[config.mk]
export PLATFORM = sky130hd
export DESIGN_NAME = hwb_div
export DESIGN_NICKNAME = d
export VERILOG_FILES = /design/src/rtl/hwb_pkg.sv /design/src/rtl/hwb_div.sv
export SDC_FILE = /design/constraint.sdc
export NUM_CORES = 1
export LEC_CHECK = 0
export ABC_AREA = 1
export ABC_CLOCK_PERIOD_IN_PS = 3700
export BUFFER_PORTS_ARGS = -buffer_cell sky130_fd_sc_hd__buf_4
export CAP_MARGIN = 30
export CORE_MARGIN = 1.5
export CORE_UTILIZATION = 40
export DETAILED_ROUTE_END_ITERATION = 8
export SYNTH_ARGS = -nofsm -noshare
export SYNTH_HDL_FRONTEND = slang
export SYNTH_SLANG_ARGS = --single-unit
[constraint.sdc]
create_clock -name clk -period 3.7 [get_ports clk]
set_input_delay 0.555 -clock clk [delete_from_list [all_inputs] [get_ports clk]]
set_output_delay 0.555 -clock clk [all_outputs]
set_load 0.05 [all_outputs]
[src/rtl/hwb_pkg.sv]
// Package: sizes, item codes and transfer structs for the harmonic waveshape builder.
`timescale 1ns / 1ps
package hwb_pkg;
  localparam int HARMONIC_COUNT = 32;
  localparam int POINT_COUNT    = 16;
  localparam int HW             = $clog2(HARMONIC_COUNT);
  localparam int PW             = $clog2(POINT_COUNT);
  localparam int TERM_AW        = HW + PW;
  localparam int TERM_DEPTH     = HARMONIC_COUNT * POINT_COUNT;
  localparam int DIV_W          = 32;
  localparam int DIV_CW         = $clog2(DIV_W);
  localparam int PEAK_FLOOR     = 1023;
  localparam int SUM_DIVISOR    = 100;
  localparam int SCALE_SHIFT    = 16;
  localparam int FACTOR_W       = 17;

  // ceil(2^38 / 100): exact floor divide by 100 for magnitudes up to 2^31
  localparam logic [31:0] SUM_RECIP       = 32'hA3D70A3E;
  localparam int          SUM_RECIP_SHIFT = 38;

  localparam logic [2:0] KIND_LOAD    = 3'd0;
  localparam logic [2:0] KIND_AMP     = 3'd1;
  localparam logic [2:0] KIND_OFFSET  = 3'd2;
  localparam logic [2:0] KIND_COMPUTE = 3'd3;
  localparam logic [2:0] KIND_CLEAR   = 3'd4;

  typedef struct packed {
    logic [2:0]         kind;
    logic [4:0]         harmonic_index;
    logic [3:0]         point_index;
    logic signed [15:0] value;
  } item_t;

  typedef struct packed {
    logic signed [10:0] sample;
    logic [3:0]         point_number;
    logic               last;
  } result_t;
endpackage

[src/rtl/hwb_div.sv]
// Unsigned restoring divider, one quotient bit per cycle.
`timescale 1ns / 1ps
module hwb_div (
  input  logic                     clk,
  input  logic                     rst,
  input  logic                     start,
  input  logic [hwb_pkg::DIV_W-1:0] dividend,
  input  logic [hwb_pkg::DIV_W-1:0] divisor,
  output logic                     done,
  output logic [hwb_pkg::DIV_W-1:0] quotient
);
  import hwb_pkg::*;

  logic [DIV_W-1:0]  dq;
  logic [DIV_W-1:0]  rem;
  logic [DIV_W-1:0]  dvs;
  logic [DIV_CW-1:0] cnt;
  logic              run;
  logic [DIV_W:0]    rem_sh;
  logic [DIV_W:0]    diff;
  logic              ge;

  assign rem_sh   = {rem, dq[DIV_W-1]};
  assign diff     = rem_sh - {1'b0, dvs};
  assign ge       = ~diff[DIV_W];
  assign quotient = dq;

  always_ff @(posedge clk) begin
    if (rst) begin
      run  <= 1'b0;
      done <= 1'b0;
      cnt  <= '0;
    end else begin
      done <= 1'b0;
      if (start) begin
        dq  <= dividend;
        rem <= '0;
        dvs <= divisor;
        cnt <= '0;
        run <= 1'b1;
      end else if (run) begin
        rem <= ge ? diff[DIV_W-1:0] : rem_sh[DIV_W-1:0];
        dq  <= {dq[DIV_W-2:0], ge};
        cnt <= cnt + 1'b1;
        if (cnt == DIV_CW'(DIV_W - 1)) begin
          run  <= 1'b0;
          done <= 1'b1;
        end
      end
    end
  end
endmodule

-- Yosys cells after proc, flatten, opt, wreduce, memory -nomap -nowiden
Cells that the tools add are included.
- register bits: 103
- latch bits: 0
- memory bits (writable): 0
- ROM bits: 0
- word-level logic and storage cells: 25
- memories: 0
- add/subtract/negate cells: 2
- multiply operators: 0
- div/mod/pow operators: 0
- order comparisons: 0
- eq/ne operators: 1
- shift operators: 0
- mux-type cells: 8
- bitwise logic cells: 3
- reduce and logical (&&, ||, !) cells: 5
- operators by type and width (kind ; number):
    $mux W32 ; 4
    $sub A33 B32 Y33 ; 1
    $add A5 B1 Y5 const B ; 1
    $eq A5 B5 Y1 const B ; 1
    $mux W1 ; 4
    $reduce_and A2 Y1 ; 2
    $not A1 Y1 ; 3
    $reduce_or A3 Y1 ; 1
    $reduce_bool A2 Y1 ; 1
    $reduce_or A2 Y1 ; 1

-- Depth between registers and ports, before layout
- depth in word-level cells: 4
- gate-level depth with buffers: 18
- gate-level depth less buffers: 17

-- Worst setup path before layout
No wires, ideal clock.
- path kind: input to register
- start: in start
- end: reg dvs[0], enable pin
- arrival: 2.617 ns
- data required time: 3.279 ns
- slack: 0.662 ns
- cell stages on the path: 5
- path through: clkbuf_1 > inv_1 > clkbuf_1 > clkbuf_1 > nor2_1
- cells in the longest elaborated chain, start to end: 1
- RTL lines (item ; line ; text):
    from (decl) ; hwb_div.sv:6 ; input logic start,
    $reduce_and A2 Y1 (no source line) ; - ;
    to (signal assigned) ; hwb_div.sv:38 ; dvs <= divisor;
    to (decl) ; hwb_div.sv:16 ; logic [DIV_W-1:0] dvs;
Every way passes these cells.
A chain may end at the register's enable or synchronous reset.

-- Worst setup path after layout
- start: reg dq[31], in the netlist quotient[31]
- end: reg rem[17] (data pin)
- cells in the longest elaborated chain, start to end: 3
- RTL lines (item ; line ; text):
    from (decl) ; hwb_div.sv:14 ; logic [DIV_W-1:0] dq;
    from (signal assigned) ; hwb_div.sv:36 ; dq <= dividend;
    from (signal assigned) ; hwb_div.sv:43 ; dq <= {dq[DIV_W-2:0], ge};
    $sub A33 B32 Y33 ; hwb_div.sv:24 ; assign diff = rem_sh - {1'b0, dvs};
    $mux W32 ; hwb_div.sv:42 ; rem <= ge ? diff[DIV_W-1:0] : rem_sh[DIV_W-1:0];
    $mux W32 ; hwb_div.sv:41 ; end else if (run) begin
    to (signal assigned) ; hwb_div.sv:42 ;
    to (decl) ; hwb_div.sv:15 ; logic [DIV_W-1:0] rem;
Every way passes these cells. The select of a mux whose other input is x is not followed.

==> metrics.yaml <==
cts_sinks: 103
viasPerCell: 4.638
grt.total_usage_pct: 19.32
crit_arrival_ns: 2.76
ant_nets: 0
slew_headroom_pct: 52.61
fin_util_pct: 49.15
min_to: "dvs[3]"
leakage_uw: 0.004347
final.setup.tns_ns: 0
htree_levels: 3
initial_utilization_pct: 41.35
ff2ff_path_depth: 17
synth_nets: 1063
post_cts.repair.setup_buffers: 0
fin_worst_skew_ns: 0.009536
wl_per_cell_um: 12.77
most-common-layout-cells: "nand2_1 (410), inv_1 (168), nor2_1 (106)"
path_class: "reg -> reg"
async_reset_ff_share_pct: 0
met2_usage_pct: 30.71
worst_slew_pin_slew_ns: 0.7109
grt_pass1_vias: 5766
drc: 0
min_path_type: "in -> reg"
grt_setup_unrepaired: "false"
final_nets: 1160
path_cells: "inv_1, ha_1, fa_1, inv_1, nand2_1, nand2_1, nand3_2, nand2_2, nand2_2, nand2_2, nand2_2, nand2_2, nand2_2, nand2_4, nand2_1, nand2_1, nor2_1"
dieArea_sq_um: 18060
critPathMaxFanout: 33
io_pins: 100
final_common_cell: "nand2_1"
synthTopCellsByArea: "edfxtp_1 (42%), nand2_1 (22%), inv_1 (9.2%)"
setup_viol: 0
crit_slowest_cell: "fa_1"
wirelength_um: 16390
min_period_ns: 2.646
synth_edf_count: 96
fp.coreArea_sq_um: 16700
yosysTopAreaCellShare_pct: 41.75
path_clk_slew_ns: 0.08
antenna_found_initial: 0
drt_iter0_drc: 301
seq_area_frac_synth_pct: 43.78
drv_cap: 0
finalHoldViolCount: 0
status: "complete, no violations"
dr.pass1.iters: 5
area_growth_pct: 18.86
busiest_layer: "met2"
tritoncts: "built"
worstHoldPathCells: 1
fmax_mhz: 377.9
cts_made_buffers: 9
crit_path_end_kind: "register"
vias: 5951
timing.final.crit_share_pct: 71.53
dpl.hpwl_um: 12430
synth_cell_types: 31
cp-start-kind: "register"
numPortBuffers: 99
cts-root-buf: "clkbuf_16"
r2r_slack_ns: 1.05
synth-seq-cells: 103
powerDensity_nw_per_um2: 442.9
met3_usage_pct: 5.480
cpPeakStageDelay_ns: 0.41
die_h_um: 134.4
grt_max_degree: 66
synthCells: 961
crit_required_ns: 3.81
die_w_um: 134.4
ys_dominant_reg_cell: "edfxtp_1"
diodes: 0
hold_start: "divisor[3]"
row_count: 47
grt_pass1_wl_um: 27580
syn_area_sq_um: 6905
gp_congestion: 0.9406
slew_violations: 0
r2r_end: "rem[17]"
drive_above_1_share_pct: 13.08
clock_path_buffers: 2
yosysTopAreaCell: "edfxtp_1"
holdWs_ns: 0.3664
yosysWarnings: 0
met1_usage_pct: 25.85
worstReg2RegStart: "quotient[31]"
clock_latency_ns: 0.36
crit_top_cell: "nand2_2"
grt-ovfl-total: 0
avgSynthCellArea_sq_um: 7.186
hold_buffers: 0
cts_resized: 0
ir_drop_mv: 0.2436
## worst max-delay path, delay by kind of cell, from the launching register on
| family | cells | cell delay [ns] |
|---|---|---|
| adders and majority gates | 2 | 0.63 |
| buffers and inverters | 2 | 0.16 |
| DFF | 1 | 0.37 |
| and+or+nand+nor | 13 | 1.24 |
## Yosys cell counts, drive strengths merged (2+ instances only)
library cell	n
nand2	422
inv	171
nor2	110
edfxtp	96
ha	34
nand3	30
a21oi	25
xor2	14
clkbuf	9
nand3b	8
nor3	8
buf	7
dfxtp	7
nand4	7
o21ai	3
a21o	2
o21bai	2
## per-stage QoR
stage / cells / setup WS, ns / cell area [sq um] / total power (uW)
global placement: 1266 / 1.164 / 7859 / 2586
floorplan: 961 / 0.6621 / 6905 / 2316
CTS: 1283 / 1.038 / 8208 / 3659
global route: 1283 / 0.7513 / 8208 / 3860
detailed placement: 1267 / 1.056 / 7886 / 2595
finish: 1283 / 1.054 / 8208 / 3636
## worst max-delay path by stage
stage                      start       to  slack, ns  cells past startpoint
floorplan                  start   dvs[0]       0.66                      5
global placement    quotient[31]  rem[20]       1.16                     17
detailed placement  quotient[31]  rem[26]       1.06                     17
CTS                 quotient[31]  rem[29]       1.04                     17
global route        quotient[31]  rem[17]       0.75                     17
finish              quotient[31]  rem[17]       1.05                     17
## metal layers
metal / vias up / wire length [um]
li1: 3141 / -
met1: 2645 / 7907
met2: 145 / 7112
met3: 20 / 1114
met4: 0 / 250
met5: - / 0
## flip-flops by register name, indices dropped and copies added, names as in the netlist
name and cells:
quotient 32, done 1, dvs 32, cnt 5, rem 32, run 1
## power by group
part	total [uW]	leakage, uW	internal, uW	switching, uW
registers	1440	0.000978	1400	47.2
clock network	1060	0.000157	601	462
logic	1130	0.00321	389	739
total	3640	0.00435	2390	1250
## layout make-up
class                           instances  area [sq um]
Sequential cell                       103          3023
Clock inverter                          6         92.59
Clock buffer                           10         229.0
Timing Repair Buffer                  102         798.3
Inverter                              171         641.9
Fill cell                            1731          8493
Multi-Input combinational cell        671          3148
Tap cell                              220         275.3
## cell families after synthesis
kind of cell	count (synthesis)	synth area share, %
xor+xnor	15	1.903
simple gates	588	34.52
buf+inv	187	10.74
flops	103	43.78
compound gates	33	2.609
fa+ha+maj	35	6.450
Note: power is estimated with default switching activity, not from simulation.
