[config.mk]
export PLATFORM = sky130hd
export DESIGN_NAME = hwb_ram
export DESIGN_NICKNAME = d
export VERILOG_FILES = /design/src/rtl/hwb_ram.sv
export SDC_FILE = /design/constraint.sdc
export NUM_CORES = 1
export LEC_CHECK = 0
export BUFFER_PORTS_ARGS = -buffer_cell sky130_fd_sc_hd__buf_2
export CAP_MARGIN = 20
export CORE_UTILIZATION = 60
export CTS_BUF_LIST = sky130_fd_sc_hd__clkbuf_8
export DETAILED_ROUTE_END_ITERATION = 16
export GPL_TIMING_DRIVEN = 0
export HOLD_SLACK_MARGIN = 0.05
export PLACE_DENSITY_LB_ADDON = 0.05
export SLEW_MARGIN = 20
export SYNTH_ARGS = -nofsm -noshare
export SYNTH_HDL_FRONTEND = slang
export SYNTH_SLANG_ARGS = --single-unit
[constraint.sdc]
create_clock -name clk -period 4.8 [get_ports clk]
set_clock_uncertainty 0.1 [all_clocks]
set_input_delay 0.24 -clock clk [delete_from_list [all_inputs] [get_ports clk]]
set_output_delay 0.24 -clock clk [all_outputs]
set_load 0.05 [all_outputs]
[src/rtl/hwb_ram.sv]
// Generic single-write, single-read RAM with registered read data.
`timescale 1ns / 1ps
module hwb_ram #(
  parameter int WIDTH = 16,
  parameter int DEPTH = 16
) (
  input  logic                     clk,
  input  logic                     we,
  input  logic [$clog2(DEPTH)-1:0] waddr,
  input  logic [WIDTH-1:0]         wdata,
  input  logic [$clog2(DEPTH)-1:0] raddr,
  output logic [WIDTH-1:0]         rdata
);
  logic [WIDTH-1:0] mem [DEPTH];

  always_ff @(posedge clk) begin
    if (we) begin
      mem[waddr] <= wdata;
    end
    rdata <= mem[raddr];
  end
endmodule

# Word-level counts from Yosys, hierarchy flattened
# Memory sizes are Yosys's and may differ from the RTL's. A register that Yosys moved wholly into a read port is not among the register bits.
# Cells that the tools add are included.
word_totals:
  ff_bits: 0
  ramBits: 256
  inputBits: 26
  output_inout_bits: 16
  word_cells: 3
  mem_count: 1
op_classes:
  mux: 2
mem_list:
  columns: ["name", "depth", "width", "read_ports", "rd_ports_with_merged_regs", "wr", "line", "rtl"]
  rows:
  - ["mem", 16, 16, 1, 1, 1, "14", "logic [WIDTH-1:0] mem [DEPTH];"]
op_table:
  columns: ["cell", "count"]
  rows:
  - ["$mux W1", 2]

# Longest topological paths before layout
# Gate-level depths: netlist (run 1).
logic_depth:
  ltp_word: 2
  depth_mapped: 5

# Least setup slack after synthesis (run 1)
# No wires, ideal clock.
synth_path:
  kind: "input to register"
  startpoint: "in waddr[2]"
  endpoint: "mem mem[0][0], enable pin"
  t_arrival_ps: 1886
  slack_ps: 2405
  stages: 2
  n_path_buf: 0
  path_cell_list: "or3b_2 -> nor3_1"
synth_rtl:
  columns: ["item", "line", "rtl"]
  rows:
  - ["start, declared", "9", "input logic [$clog2(DEPTH)-1:0] waddr,"]
  - ["end, declared", "14", null]
# Straight into the memory's write port.

# Final worst setup path (run 1)
layout_path:
  startpoint: "in waddr[1]"
  endpoint: "mem mem[13][11], enable pin"
# Straight into the memory's write port.

==> results of run 1 <==
-- Yosys cell counts --
cell type  number  area, um2
nor2_1         13      48.80
or3b_2          1      8.760
buf_1           3      11.26
nand2_1        17      63.81
buf_2           3      15.01
nand3b_1        2      15.01
nor3_1          4      20.02
nand2b_1        2      12.51
nand3_1         1      5.000
edfxtp_1      256       7687
nor2b_1         2      12.51
a22oi_1        32      240.2
dfxtp_1        16      320.3
buf_6           4      45.04
buf_4           3      22.52
mux4_1         10      262.8
mux4_2         54       1216
clkbuf_1        8      30.03
and2_1          1      6.260
-- through the flow --
stage	cells	hold WS [ns]	setup WS, ns	utilization	total power [mW]
detailed placement	700	0.5124	2.621	0.6662	3.015
global placement	687	0.5044	0.8936	0.6521	2.998
finish	796	0.09115	2.907	0.7280	4.787
CTS	796	0.05693	2.936	0.7280	4.817
floorplan	432	0.2389	2.405	-	2.902
global route	796	0.08596	2.869	0.7280	4.945
-- where the power goes --
group          switching, mW  total, mW  internal, mW
Sequential            0.0124       2.67          2.66
Combinational          0.196      0.307         0.111
Clock                  0.838       1.81         0.975
Total                   1.05       4.79          3.74
-- worst register-to-register path, delay by kind of cell, from the launching register on --
kind,cells,cell delay [ns]
AND/OR/NAND/NOR,1,0.11
multiplexers,1,0.48
AO/OA/AOI/OAI,1,0.32
flip-flops,1,0.37
-- path summary, 6_finish.rpt --
kind / endpoint / from / slack (ns) / cells after the start
hold / removal: mem[4][15] / waddr[0] / 0.09 / 2
hold reg to reg: rdata[14] / mem[14][14] / 0.57 / 3
setup reg to reg: rdata[8] / mem[2][8] / 3.30 / 3
setup / recovery: mem[13][11] / waddr[1] / 2.91 / 5
-- flip-flops by register name, summed over array words and instances (netlist names) --
name,flops
rdata,16
mem,256
-- layout make-up --
cell class / count / area, um2 / area share
clock inverter: 26 / 100.1 / 0.008532
timing repair buffer: 70 / 518.0 / 0.04415
sequential: 272 / 8008 / 0.6825
multi-input combinational: 139 / 1997 / 0.1702
buffer: 21 / 123.9 / 0.01056
clock buffer: 52 / 715.7 / 0.06100
tap: 216 / 270.3 / 0.02304
-- cells by family (layout without fill, tap and decap cells) --
group           after synthesis  after routing  synth area share
flops                       272            272            0.7973
buf+inv                      21            169           0.01233
simple gates                 43             43           0.01918
mux                          64             64            0.1473
compound gates               32             32           0.02392
-- metal layers --
metal | vias up | share of wire | GRT usage
met5 | - | 0 | 0
met4 | 0 | 0.019 | 0.08269
met3 | 27 | 0.053 | 0.05131
met2 | 162 | 0.52 | 0.4090
met1 | 2574 | 0.41 | 0.3302
li1 | 2087 | - | -
==> flow_summary.toml, run 1 <==
[clocking]
clock-sinks = 272
cts_tree = "built"
clk_pin_slew_ns = 0.06
ctsHoldBuffers = 18
cts_setup_buffers = 0
cts_resized = 0
cts_buffers = 42
htree_levels = 2
cts.path.max_buffers = 3
clk_latency_ns = 0.54
cts_root_buf = "clkbuf_8"

[timing]
maxSlewViolCount = 0
rsz0062_at_grt = "no"
worst_pin_slew_ns = 0.8895
relSlewSlack = 0.4070
min_period_over_period = 0.3943
setup_viol = 0
setup_tns_ns = 0
finalCriticalPeriod_ns = 1.893
fmax_mhz = 528.4
hold_viol = 0

[drt]
drt_iter0_markers = 417
ant_nets = 0
dr.pass1.iters = 5
wirelength_um = 19980
dr_total_vias = 4850
wl_per_cell_um = 25.11
drc = 0
vias_per_cell = 6.093

[global_route]
overflow = 0
grt_pass1_wl_um = 30040
antenna_found_initial = 0
grt_pass1_vias = 5029
track_usage = 0.2463
grt_max_degree = 17

[cells_and_area]
final_cell_mix = "256 x edfxtp_1, 54 x mux4_2, 52 x clkbuf_8, 42 x buf_2, 32 x a22oi_1"
syn_to_final_growth_pct = 16.82
diodes = 0
fin_area_um2 = 11730
drive_above_1_share = 0.3224
fill_cells = 975
final_common_cell = "edfxtp_1"
finalNetCount = 572

[yosys]
syn_avg_cell_area_um2 = 23.25
yosys_warnings = 0
synth_nets = 458
synth_area_um2 = 10040
ys_types = 19
synth-seq-cells = 272
yosysSeqAreaShare = 0.7973
syn_inst = 432

[power_and_ir_drop]
powerDensity_nw_per_um2 = 408.0
vdd_drop_max_mv = 0.3083
power.static_leakage_nw = 3.918

[flow_run]
maxCapViolations = 0

[place]
dpl_cell_area_um2 = 10740
portBuffers = 39
hpwl_um = 12160
gp_congestion = 0.7065

[floorplanning]
design.die.area_um2 = 17260
fp.coreArea_um2 = 16120
die_w_um = 131.4
fp-row-count = 46
ioPinCount = 42
die_height_um = 131.4
start_util = 0.6232

[worst_setup_path]
worstSetupPathType = "input port to flip-flop"
worstPathMaxFanout = 10
cp_num_buf_inv = 3
critPathRequiredTime_ns = 4.93
crit_path_cell_trace = "dlygate4sd3_1 -> buf_2 -> nand2b_1 -> nor2_2 -> buf_8"
crit_slowest_cell = "dlygate4sd3_1"
max_stage_delay_ns = 0.53
end_kind = "flip-flop"
startpoint_type = "input port"
crit_family = "buffers and inverters"
crit_arrival_ns = 2.03

[hold_path]
hold_path_class = "input port to flip-flop"

[outcome]
status = "complete, no violations"
Power figures use the tool's default switching activity.
==> run 2, diff against run 1 <==
- CORE_UTILIZATION: 60 -> 57
- clock period: 4.8 -> 1.6 ns (I/O delays scaled with it)
==> flow_summary.toml, run 2 (same netlist as run 1, synthesis figures left out) <==
[cells_and_area]
regArea_um2 = 8008
syn_to_final_growth_pct = 18.40
fin_area_um2 = 11890
top_register = "mem"
finalNetCount = 581
multi_input_area_um2 = 2002
fill_cells = 1082
largest_register_ff_count = 256
diodes = 0
final_cell_mix = "256 x edfxtp_1, 54 x mux4_2, 51 x clkbuf_8, 42 x buf_2, 32 x a22oi_1"
largestRegisters = "mem (256), rdata (16)"
finish.utilization = 0.6899
drive_above_1_share = 0.3282
final_common_cell = "edfxtp_1"

[timing]
worst_pin_slew_ns = 0.8396
relSlewSlack = 0.4402
fmax_mhz = 653.0
rsz0062_at_grt = "no"
hold_viol = 0
min_period_over_period = 0.9571
finalCriticalPeriod_ns = 1.531
setup_viol = 0
maxSlewViolCount = 0

[clocking]
clk_latency_ns = 0.53
htree_levels = 2
cts_buffers = 43
cts.path.max_buffers = 3
clk_pin_slew_ns = 0.06
cts_tree = "built"
cts_root_buf = "clkbuf_8"
clock-sinks = 272

[global_route]
overflow = 0
track_usage = 0.2354
grt_pass1_vias = 5015
antenna_found_initial = 0
grt_pass1_wl_um = 29820
grt_max_degree = 17

[place]
dpl_cell_area_um2 = 10790
portBuffers = 39
gp_congestion = 0.6776
hpwl_um = 12300

[floorplanning]
die_w_um = 134.7
die_height_um = 134.7
ioPinCount = 42
fp-row-count = 48
fp.coreArea_um2 = 17240
design.die.area_um2 = 18150
start_util = 0.5827

[drt]
ant_nets = 0
dr_total_vias = 4787
drt_iter0_markers = 363
wl_per_cell_um = 24.63
vias_per_cell = 5.910
wirelength_um = 19950
drc = 0
dr.pass1.iters = 4

[worst_setup_path]
worstSetupPathType = "input port to flip-flop"
end_kind = "flip-flop"
critPathRequiredTime_ns = 1.91
startpoint_type = "input port"
worstPathMaxFanout = 7
crit_arrival_ns = 1.84
r2r_cells = 3

[flow_run]
maxCapViolations = 0

[outcome]
status = "complete, no violations"

[power_and_ir_drop]
powerDensity_nw_per_um2 = 1221
total_power_mw = 14.52
vdd_drop_max_mv = 0.8213
power.static_leakage_nw = 3.987

[hold_path]
hold_path_class = "input port to flip-flop"
whs_path_depth = 4
## run 2: cell types whose count changed in the layout (fill, tap and decap cells not counted), moves of 4 or more
cell | previous run | this run
nor2_4 | 7 | 3
dlygate4sd3_1 | 18 | 25
nor3_2 | 4 | 0
nor3_4 | 0 | 4
buf_8 | 5 | 13
nor2_2 | 5 | 9
buf_4 | 9 | 4
clkinv_1 | 11 | 3
## run 2: worst max-delay path: stages
cell and delay (ns):
buf_6 0.12, dlygate4sd3_1 0.76, mux4_1 0.59, a22oi_1 0.21
nand2_1 0.07
## run 2: path summary, 6_finish.rpt
check	start	end	slack (ns)
max reg2reg	mem[9][6]	rdata[6]	0.14
min reg2reg	mem[12][12]	rdata[12]	0.58
min	raddr[1]	rdata[15]	0.07
max	raddr[0]	rdata[0]	0.07
## run 2: area by class of cell
class / instances / share of cell area
multi-input combinational: 139 / 0.1684
clock buffer: 51 / 0.05903
sequential: 272 / 0.6734
tap: 225 / 0.02367
clock inverter: 24 / 0.01063
buffer: 21 / 0.01042
timing repair buffer: 78 / 0.05450
## run 2: power breakdown
group / switching [mW] / internal, mW / total (mW)
clock: 2.53 / 3.04 / 5.58
combinational: 0.591 / 0.349 / 0.940
sequential: 0.0358 / 7.97 / 8.00
total: 3.16 / 11.4 / 14.5
## run 2: layer usage
metal	part of all wire	routed length [um]	vias up	GRT usage
li1	-	-	2090	-
met1	0.45	8952	2504	0.3447
met2	0.47	9419	157	0.3568
met3	0.054	1072	36	0.04580
met4	0.025	502	0	0.09114
met5	0	0	-	0
## run 2: repair_timing
| action | 4_1_cts | 5_1_grt |
|---|---|---|
| setup endpoints to repair | 0 | 10 |
| hold buffers | 23 | 2 |
| hold endpoints to repair | 279 | 16 |
| setup buffers | 0 | 1 |
| resized for setup | 0 | 0 |
## run 2: metrics by stage
step | instances | setup WS (ns) | TNS, ns | hold WS (ns)
2_1_floorplan | 432 | -0.2150 | -10.32 | 0.07887
3_3_place_gp | 696 | -1.073 | -207.99 | 0.3439
3_5_place_dp | 708 | -0.5202 | -41.30 | 0.3618
4_1_cts | 806 | 0.04447 | 0 | -0.08122
5_1_grt | 810 | 0.009572 | 0 | 0.06694
6_report | 810 | 0.06869 | 0 | 0.06623
==> run 3, diff against run 2 <==
- PLACE_DENSITY: default -> 0.89
- PLACE_DENSITY_LB_ADDON: 0.05 -> default
==> flow_summary.toml, run 3 (same netlist as run 1, synthesis figures left out) <==
[cells_and_area]
largestRegisters = "mem (256), rdata (16)"
largest_register_ff_count = 256
diodes = 0
regArea_um2 = 8008
syn_to_final_growth_pct = 18.28
drive_above_1_share = 0.3266
multi_input_area_um2 = 1987
final_cell_mix = "256 x edfxtp_1, 54 x mux4_2, 47 x clkbuf_8, 42 x buf_2, 32 x a22oi_1"
fin_cells = 816
fill_cells = 996
finalNetCount = 585
top_register = "mem"
final_common_cell = "edfxtp_1"

[clocking]
cts.path.max_buffers = 3
cts_buffers = 41
ctsHoldBuffers = 25
cts_tree = "built"
clk_latency_ns = 0.56
clock-sinks = 272
htree_levels = 2
cts_resized = 0
clk_pin_slew_ns = 0.06
cts_root_buf = "clkbuf_8"

[timing]
rsz0062_at_grt = "yes"
relSlewSlack = 0.4188
fmax_mhz = 639.3
min_period_over_period = 0.9777
finalCriticalPeriod_ns = 1.564
setup_viol = 0
maxSlewViolCount = 0
setup_tns_ns = 0
worst_pin_slew_ns = 0.8718
hold_viol = 0

[worst_setup_path]
startpoint_type = "input port"
worstPathMaxFanout = 10
worstSetupPathType = "input port to flip-flop"
r2r-start = "mem[0][7]"
reg2reg_slack_ns = 0.11
crit_arrival_ns = 1.71
r2r_cells = 3
end_kind = "flip-flop"
critPathRequiredTime_ns = 1.74
rr_endpoint = "rdata[7]"

[floorplanning]
design.die.area_um2 = 18150
fp-row-count = 48
fp.coreArea_um2 = 17240
die_w_um = 134.7
start_util = 0.5827
die_height_um = 134.7
ioPinCount = 42

[global_route]
antenna_found_initial = 0
grt_pass1_vias = 5321
overflow = 0
grt_max_degree = 17
grt_pass1_wl_um = 31660
track_usage = 0.2505

[drt]
drc = 0
drt_iter0_markers = 545
vias_per_cell = 6.196
wirelength_um = 21330
wl_per_cell_um = 26.14
dr_total_vias = 5056
ant_nets = 0
dr.pass1.iters = 6

[flow_run]
maxCapViolations = 0

[power_and_ir_drop]
powerDensity_nw_per_um2 = 1193
power.static_leakage_nw = 4.017
vdd_drop_max_mv = 1.050
total_power_mw = 14.17

[place]
gp_congestion = 0.7403
hpwl_um = 13280
portBuffers = 39
dp_cells = 711

[hold_path]
hp-start = "we"
whs_path_depth = 3
hold_path_end = "mem[12][9]"
hold_path_class = "input port to flip-flop"

[outcome]
status = "complete, no violations"
## run 3: changes by cell type in the layout (fill, tap and decap cells not counted)
cell | before | now
nor2_4 | 3 | 0
buf_6 | 4 | 5
buf_12 | 0 | 1
clkinv_1 | 3 | 1
inv_1 | 14 | 21
buf_8 | 13 | 14
clkbuf_8 | 51 | 47
nor2_2 | 9 | 12
bufinv_16 | 1 | 0
buf_4 | 4 | 7
## run 3: metal layers
layer,vias up,share of wire,global-route usage
met5,-,0,0
met4,0,0.029,0.1017
met3,56,0.11,0.05593
met2,321,0.49,0.3923
met1,2575,0.38,0.3481
li1,2104,-,-
## run 3: power breakdown
group	internal, mW	switching [mW]
sequential	7.97	0.0424
clock	2.68	2.52
combinational	0.354	0.605
total	11.0	3.17
## run 3: how the worst max path moves through the flow
stage                        start           to  slack [ns]  depth (start not counted)
after global routing      waddr[2]  mem[14][15]       -0.02                          5
final                     waddr[2]  mem[13][10]        0.04                          5
after detailed placement  waddr[2]    mem[0][2]       -0.57                          3
after global placement    waddr[2]    mem[1][2]       -1.03                          3
after floorplan           waddr[2]    mem[1][0]       -0.22                          2
after CTS                 waddr[1]   mem[8][15]      0.0003                          4
## run 3: timing repair
action,CTS,global route
pin swaps,1,2
setup buffers,2,3
endpoints found under the setup margin,16,30
endpoints found under the hold margin,284,1
## run 3: critical path: stages
cell           delay [ns]
buf_2                0.10
dlygate4sd3_1        0.55
nand3_1              0.22
nor2_2               0.51
buf_8                0.23
## run 3: layout make-up
| cell class | instances | share of cell area |
|---|---|---|
| multi-input combinational | 139 | 0.1673 |
| sequential | 272 | 0.6741 |
| clock buffer | 47 | 0.05446 |
| timing repair buffer | 84 | 0.06035 |
| buffer | 21 | 0.01043 |
| clock inverter | 28 | 0.009690 |
| tap | 225 | 0.02370 |
## run 3: stage by stage
stage	cell area (um2)	util	setup slack (ns)	hold WS, ns
2_1_floorplan	10070	-	-0.2150	0.07887
3_3_place_gp	10550	0.6119	-1.033	0.3341
3_5_place_dp	10820	0.6275	-0.5694	0.3623
4_1_cts	11860	0.6879	0.0003481	0.05613
5_1_grt	11880	0.6892	-0.01688	0.03901
6_report	11880	0.6892	0.03569	0.03580
